## src/rtl/ffia_pkg.sv

```systemverilog
// shared types and constants for the first-fit interval assign core
package ffia_pkg;

	localparam int unsigned NUM_RESOURCES_DEF = 16;
	localparam int unsigned TIME_W = 16;
	localparam int unsigned END_W  = TIME_W + 1;
	localparam int unsigned IDX_W  = 4;

	// request codes carried on s_tuser
	localparam logic OP_ASSIGN = 1'b0;
	localparam logic OP_CLEAR  = 1'b1;

	// request broadcast to every cell
	typedef struct packed {
		logic              fire;
		logic              clear;
		logic [TIME_W-1:0] start_time;
		logic [END_W-1:0]  end_time;
	} ffia_req_t;

	// first-fit token handed from cell to cell
	typedef struct packed {
		logic             taken;
		logic [IDX_W-1:0] idx;
	} ffia_chain_t;

endpackage

```

## src/rtl/ffia_cell.sv

```systemverilog
// one resource cell: latest end time, used flag and first-fit claim
module ffia_cell #(
	parameter int unsigned CELL_IDX = 0
) (
	input  logic                clk,
	input  logic                arst_n,
	input  ffia_pkg::ffia_req_t   req,
	input  ffia_pkg::ffia_chain_t chain_in,
	output ffia_pkg::ffia_chain_t chain_out
);
	import ffia_pkg::*;

	logic [END_W-1:0] end_q;
	logic             used_q;
	logic             free;
	logic             grant;

	// free when empty or the stored end is not after the new start
	always_comb begin
		free  = !used_q || (end_q <= {1'b0, req.start_time});
		grant = free && !chain_in.taken;
		chain_out.taken = chain_in.taken || free;
		chain_out.idx   = grant ? IDX_W'(CELL_IDX) : chain_in.idx;
	end

	// used flag
	always_ff @(posedge clk or negedge arst_n) begin
		if (!arst_n) begin
			used_q <= 1'b0;
		end else if (req.fire) begin
			if (req.clear) begin
				used_q <= 1'b0;
			end else if (grant) begin
				used_q <= 1'b1;
			end
		end
	end

	// latest end time, only meaningful while used
	always_ff @(posedge clk) begin
		if (req.fire && !req.clear && grant && (!used_q || req.end_time > end_q)) begin
			end_q <= req.end_time;
		end
	end

endmodule

```

## src/rtl/first_fit_interval_assign_core.sv

```systemverilog
// top level: request register, chain of resource cells and result register
// flow: an accepted request waits in the request register until the output
//   register is free, and its result is then registered in the output register
// throughput: one request per cycle while m_tready stays high; the cell
//   chain compares one request against all resources combinationally
// reset: arst_n clears every used flag and the pending and output valid
//   flags at once; no clearing pass is needed
module first_fit_interval_assign_core #(
	parameter int unsigned NUM_RESOURCES = ffia_pkg::NUM_RESOURCES_DEF
) (
	input  logic        clk,
	input  logic        arst_n,
	input  logic        s_tvalid,
	output logic        s_tready,
	input  logic [31:0] s_tdata,   // start_time [15:0], task_length [31:16]
	input  logic        s_tuser,   // op [0]
	output logic        m_tvalid,
	input  logic        m_tready,
	output logic [7:0]  m_tdata,   // assigned_resource [3:0], zero [7:4]
	output logic        m_tuser    // overflow [0]
);
	import ffia_pkg::*;

	logic              pend_q;
	logic              op_s1;
	logic [TIME_W-1:0] start_s1;
	logic [END_W-1:0]  end_s1;
	logic              fire;
	logic              s_accept;
	logic              m_tvalid_q;
	logic [IDX_W-1:0]  res_idx_q;
	logic              ovf_q;
	ffia_req_t         req;
	ffia_chain_t       links [NUM_RESOURCES+1];

	// handshake control
	assign fire     = pend_q && (!m_tvalid_q || m_tready);
	assign s_tready = !pend_q || fire;
	assign s_accept = s_tvalid && s_tready;

	always_ff @(posedge clk or negedge arst_n) begin
		if (!arst_n) begin
			pend_q <= 1'b0;
		end else if (s_accept) begin
			pend_q <= 1'b1;
		end else if (fire) begin
			pend_q <= 1'b0;
		end
	end

	// request register with the end time formed on entry
	always_ff @(posedge clk) begin
		if (s_accept) begin
			op_s1    <= s_tuser;
			start_s1 <= s_tdata[TIME_W-1:0];
			end_s1   <= {1'b0, s_tdata[TIME_W-1:0]} + {1'b0, s_tdata[2*TIME_W-1:TIME_W]};
		end
	end

	// broadcast to the cells
	always_comb begin
		req.fire       = fire;
		req.clear      = (op_s1 == OP_CLEAR);
		req.start_time = start_s1;
		req.end_time   = end_s1;
	end

	// chain of resource cells, lowest index first
	assign links[0] = '0;

	for (genvar i = 0; i < NUM_RESOURCES; i++) begin : g_cell
		ffia_cell #(
			.CELL_IDX (i)
		) u_cell (
			.clk       (clk),
			.arst_n    (arst_n),
			.req       (req),
			.chain_in  (links[i]),
			.chain_out (links[i+1])
		);
	end

	// output register
	always_ff @(posedge clk or negedge arst_n) begin
		if (!arst_n) begin
			m_tvalid_q <= 1'b0;
		end else if (fire) begin
			m_tvalid_q <= 1'b1;
		end else if (m_tready) begin
			m_tvalid_q <= 1'b0;
		end
	end

	always_ff @(posedge clk) begin
		if (fire) begin
			if (op_s1 == OP_CLEAR) begin
				res_idx_q <= '0;
				ovf_q     <= 1'b0;
			end else begin
				res_idx_q <= links[NUM_RESOURCES].idx;
				ovf_q     <= !links[NUM_RESOURCES].taken;
			end
		end
	end

	assign m_tvalid = m_tvalid_q;
	assign m_tdata  = {4'b0000, res_idx_q};
	assign m_tuser  = ovf_q;

`ifndef ASSERT_OFF
	// a fired request always shows up as a result next cycle
	a_fire_gives_result: assert property (@(posedge clk) disable iff (!arst_n)
		fire |=> m_tvalid_q)
		else $error("fired request produced no result");

	// a stalled pending request stays pending
	a_pend_holds: assert property (@(posedge clk) disable iff (!arst_n)
		(pend_q && !fire) |=> pend_q)
		else $error("pending request lost while stalled");

	// overflow results carry index zero
	a_ovf_idx_zero: assert property (@(posedge clk) disable iff (!arst_n)
		(m_tvalid_q && ovf_q) |-> (res_idx_q == '0))
		else $error("overflow result with nonzero index");

	// a full output register blocks a new result unless drained
	a_no_overwrite: assert property (@(posedge clk) disable iff (!arst_n)
		(m_tvalid_q && !m_tready) |-> !fire)
		else $error("result overwritten before it was taken");
`endif

endmodule
```

## config.mk

```make
export PLATFORM = sky130hd
export DESIGN_NAME = first_fit_interval_assign_core
export DESIGN_NICKNAME = d
export VERILOG_FILES = /design/src/rtl/ffia_pkg.sv /design/src/rtl/ffia_cell.sv /design/src/rtl/first_fit_interval_assign_core.sv
export SDC_FILE = /design/constraint.sdc
export NUM_CORES = 1
export LEC_CHECK = 0
export BUFFER_PORTS_ARGS = -buffer_cell sky130_fd_sc_hd__buf_2
export CAP_MARGIN = 15
export CELL_PAD_IN_SITES_DETAIL_PLACEMENT = 0
export CELL_PAD_IN_SITES_GLOBAL_PLACEMENT = 1
export CORE_AREA = 2 2 233 235
export CTS_CLUSTER_SIZE = 24
export DETAILED_ROUTE_END_ITERATION = 8
export DIE_AREA = 0 0 235 237
export PLACE_DENSITY = 0.75
export SLEW_MARGIN = 20
export SYNTH_ARGS = -nofsm -noshare
export SYNTH_HDL_FRONTEND = slang
export SYNTH_SLANG_ARGS = --single-unit
```

## constraint.sdc

```tcl
create_clock -name clk -period 5.44 [get_ports clk]
set_clock_uncertainty 0.2 [all_clocks]
set_input_delay 0.816 -clock clk [delete_from_list [all_inputs] [get_ports clk]]
set_output_delay 0.816 -clock clk [all_outputs]
set_load 0.1 [all_outputs]
```

==> metrics.cfg <==
[outcome]
status = completed

[sta]
slew_violations = 0
setup_viol = 0
worst_slew_pin_slew_ns = 1.03
slew-limit-headroom_pct = 31.0
fin_crit_ns = 4.73
final-hold-violation-count = 0
timing.fmax_mhz = 212
period_share_pct = 86.9
rsz0062_at_grt = no
setup_tns_ns = 0

[die]
pin_count = 48
core_um2 = 53300
initial_core_util_pct = 44.6
die_w_um = 235
die_y_um = 237
row_count = 85
dieArea_um2 = 55700

[detailed_routing]
wl_met3_um = 4580
met2RoutedLength_um = 32000
firstDrtPassIters = 5
drt-met1-wl_um = 31500
ant_nets = 0
drc = 0
num_vias = 17900
viasPerCell = 5.88
dr.max_layer_used = met4
wirelength_um = 70000
drtIter0Drc = 1261
routedWlPerCell_um = 23.0

[global_routing]
grt_max_degree = 35
antenna_found_initial = 2
grt_pass1_wl_um = 106000
overflow = 0
grt_pass1_vias = 18000
globalRouteTotalUtil_pct = 25.1

[finish]
n_fill_cell = 4707
drive_gt1_share_pct = 8.66
nNetsFinal = 2895
area_growth_pct = 12.6

[placement]
io_buffers = 43
dp_hpwl_um = 51200
routabilityCongestion = 0.928

[critical_path]
start_kind = register
crit_type = register to register
cp_max_fo = 17
cp-end-kind = register
worstPathCellList = inv_1, ha_1, and4_1, nand4_1, a31o_2, a211oi_1, and4_1, and4_4, nand4_1, a211oi_2, buf_4
crit_required_ns = 5.50
cpPeakStageDelay_ns = 0.74
critPathSlowestCell = inv_1
critPathArrivalTime_ns = 4.78

[power]
seqPwrFrac_pct = 42.8
powerDensity_nw_per_um2 = 259
swShare_pct = 28.7
intPower_mw = 4.94
pwr-share-comb_pct = 18.6
p_leak_nw = 12.3
ir_drop_uv = 220
pwr-share-clk_pct = 38.6
switchingPower_mw = 1.99
finalPower_mw = 6.93

[synth]
synth_area_leaders = edfxtp_1 39%, ha_1 29%, inv_1 4.9%
syn-mean-instance-area_um2 = 11.0
netlist_area_um2 = 23800
async_reset_ff_share_pct = 5.47
yosys.area.top_type = edfxtp_1
synthCells = 2161
synth_edf_count = 311
synth_top_area_share_pct = 39.3
synth-seq-area-share_pct = 41.2
synth-main-ff-cell = edfxtp_1
synth_warnings = 0
synth-seq-cells = 329
synth_cell_types = 71

[min_path]
hold_class = primary input to asynchronous set/reset pin

[cts]
clk_pin_slew_ns = 0.06
postCtsSetupBuffers = 0
cts.root.buffer_cell = clkbuf_16
clkSinkCount = 329
clk_latency_ns = 0.57
cts_buffers = 40
cts_tree = yes
cts_resized = 0
htreeDepth = 2
hold_buffers = 0
cts_max_path_buffers = 3

[run]
drv_cap = 0

[final timing paths]
check	from	to	slack [ns]	depth (start not counted)
worst max-delay path	start_s1[9]$_DFFE_PP_	g_cell[15].u_cell.end_q[3]$_DFFE_PP_	0.71	11
worst min-delay path	arst_n	g_cell[2].u_cell.used_q$_DFFE_PN0P_	0.07	1
worst max register to register	start_s1[9]$_DFFE_PP_	g_cell[15].u_cell.end_q[3]$_DFFE_PP_	0.71	11
worst min register to register	pend_q$_DFFE_PN0P_	m_tvalid$_DFFE_PN0P_	0.34	1
max in group asynchronous	arst_n	m_tvalid$_DFFE_PN0P_	4.55	1
min in group clk	s_tuser	op_s1$_DFFE_PP_	0.23	1
[cell families after synthesis]
| group | share of synthesized area, % |
|---|---|
| xor gates and xnor gates | 0.479 |
| DFF | 41.2 |
| other | 0.0158 |
| adders and majority gates | 28.7 |
| and+or+nand+nor | 10.5 |
| buffers and inverters | 5.17 |
| AOI/OAI and AO/OA | 14.0 |
[area by class of cell]
class / instances / area [um^2] / share of cell area, %
inverters: 310 / 1160 / 4.35
diodes: 1 / 2.50 / 0.00935
repair buffers: 116 / 801 / 2.99
well taps: 696 / 871 / 3.25
clock inverters: 24 / 219 / 0.818
flip-flops and latches: 329 / 9790 / 36.6
clock buffers: 50 / 1080 / 4.03
multi-input cells: 1516 / 12800 / 48.0
[synth_stat cells (4+ instances only)]
library cell  number
o21a_1            38
ha_1             544
o21ai_0           86
and3_1            11
a31o_2             6
nand4_1           86
a211oi_1          27
inv_1            309
a21boi_0           8
dfrtp_1           18
a31oi_1            9
o211ai_1          17
a221oi_1           8
a211o_1            5
xnor2_1           10
or4_1              4
a21o_1            92
o31ai_1           20
and4_1            22
edfxtp_1         311
a2111oi_0          7
nor4_1            13
a21oi_1          141
nand4b_1           6
nand3_1           44
o2111ai_1          4
nand2b_1          28
nor2_1            74
nor3_1            20
and2_1             5
buf_4              4
nand2_1           81
nor2b_1           40
[metal layers]
| layer | up-vias | GRT usage, % |
|---|---|---|
| met1 | 8709 | 34.8 |
| met4 | 0 | 7.52 |
| met3 | 118 | 3.03 |
| met2 | 585 | 41.0 |
| met5 | - | 0 |
| li1 | 8471 | - |
[placed cells by master, fill, tap and decap left out, types with 22 or more instances in the layout]
cell and n:
o21ai_0 86, nor2_1 74, nand2_1 81, a21oi_1 141, a21o_1 92, nand3_1 44
clkbuf_16 41, ha_1 544, and4_1 22, o21a_1 38, inv_1 309, edfxtp_1 311
nor2b_1 40, nand2b_1 28, buf_2 43, nand4_1 86, buf_4 70
[worst max-delay path, delay by kind of cell, from the launching register on]
kind            cells  cell delay (ns)
buf+inv             2             1.02
simple gates        5             1.67
compound gates      3             0.88
flops               1             0.36
fa+ha+maj           1             0.26
[registers in the layout (all words and copies together), names as in the netlist]
name and cells:
m_tuser 1, g_cell.u_cell.end_q 272, start_s1 16, res_idx_q 4, m_tvalid 1, g_cell.u_cell.used_q 16, op_s1 1, pend_q 1
end_s1 17
[metrics by stage]
stage               instances  hold WS, ns  cell area (um^2)  utilization [%]  worst slack, ns
finish                   3042       0.0678             26800             50.2            0.715
global route             3041       0.0731             26800             50.2            0.521
CTS                      3041       0.0494             26800             50.2            0.738
detailed placement       2967        0.318             25500             47.8            0.750
global placement         2967        0.304             25500             47.8            0.812
floorplan                2164        0.271             23800                -            0.560
[power by group through the flow]
stage	logic, mW	clock network, mW	registers, mW
3_3_place_gp	1.22	0	3.02
4_1_cts	1.28	2.72	2.97
2_1_floorplan	0.701	0	3.06
6_report	1.29	2.68	2.97
5_1_grt	1.43	2.80	2.97
3_5_place_dp	1.27	0	3.02
No activity file was read; power rests on OpenSTA's default activity.
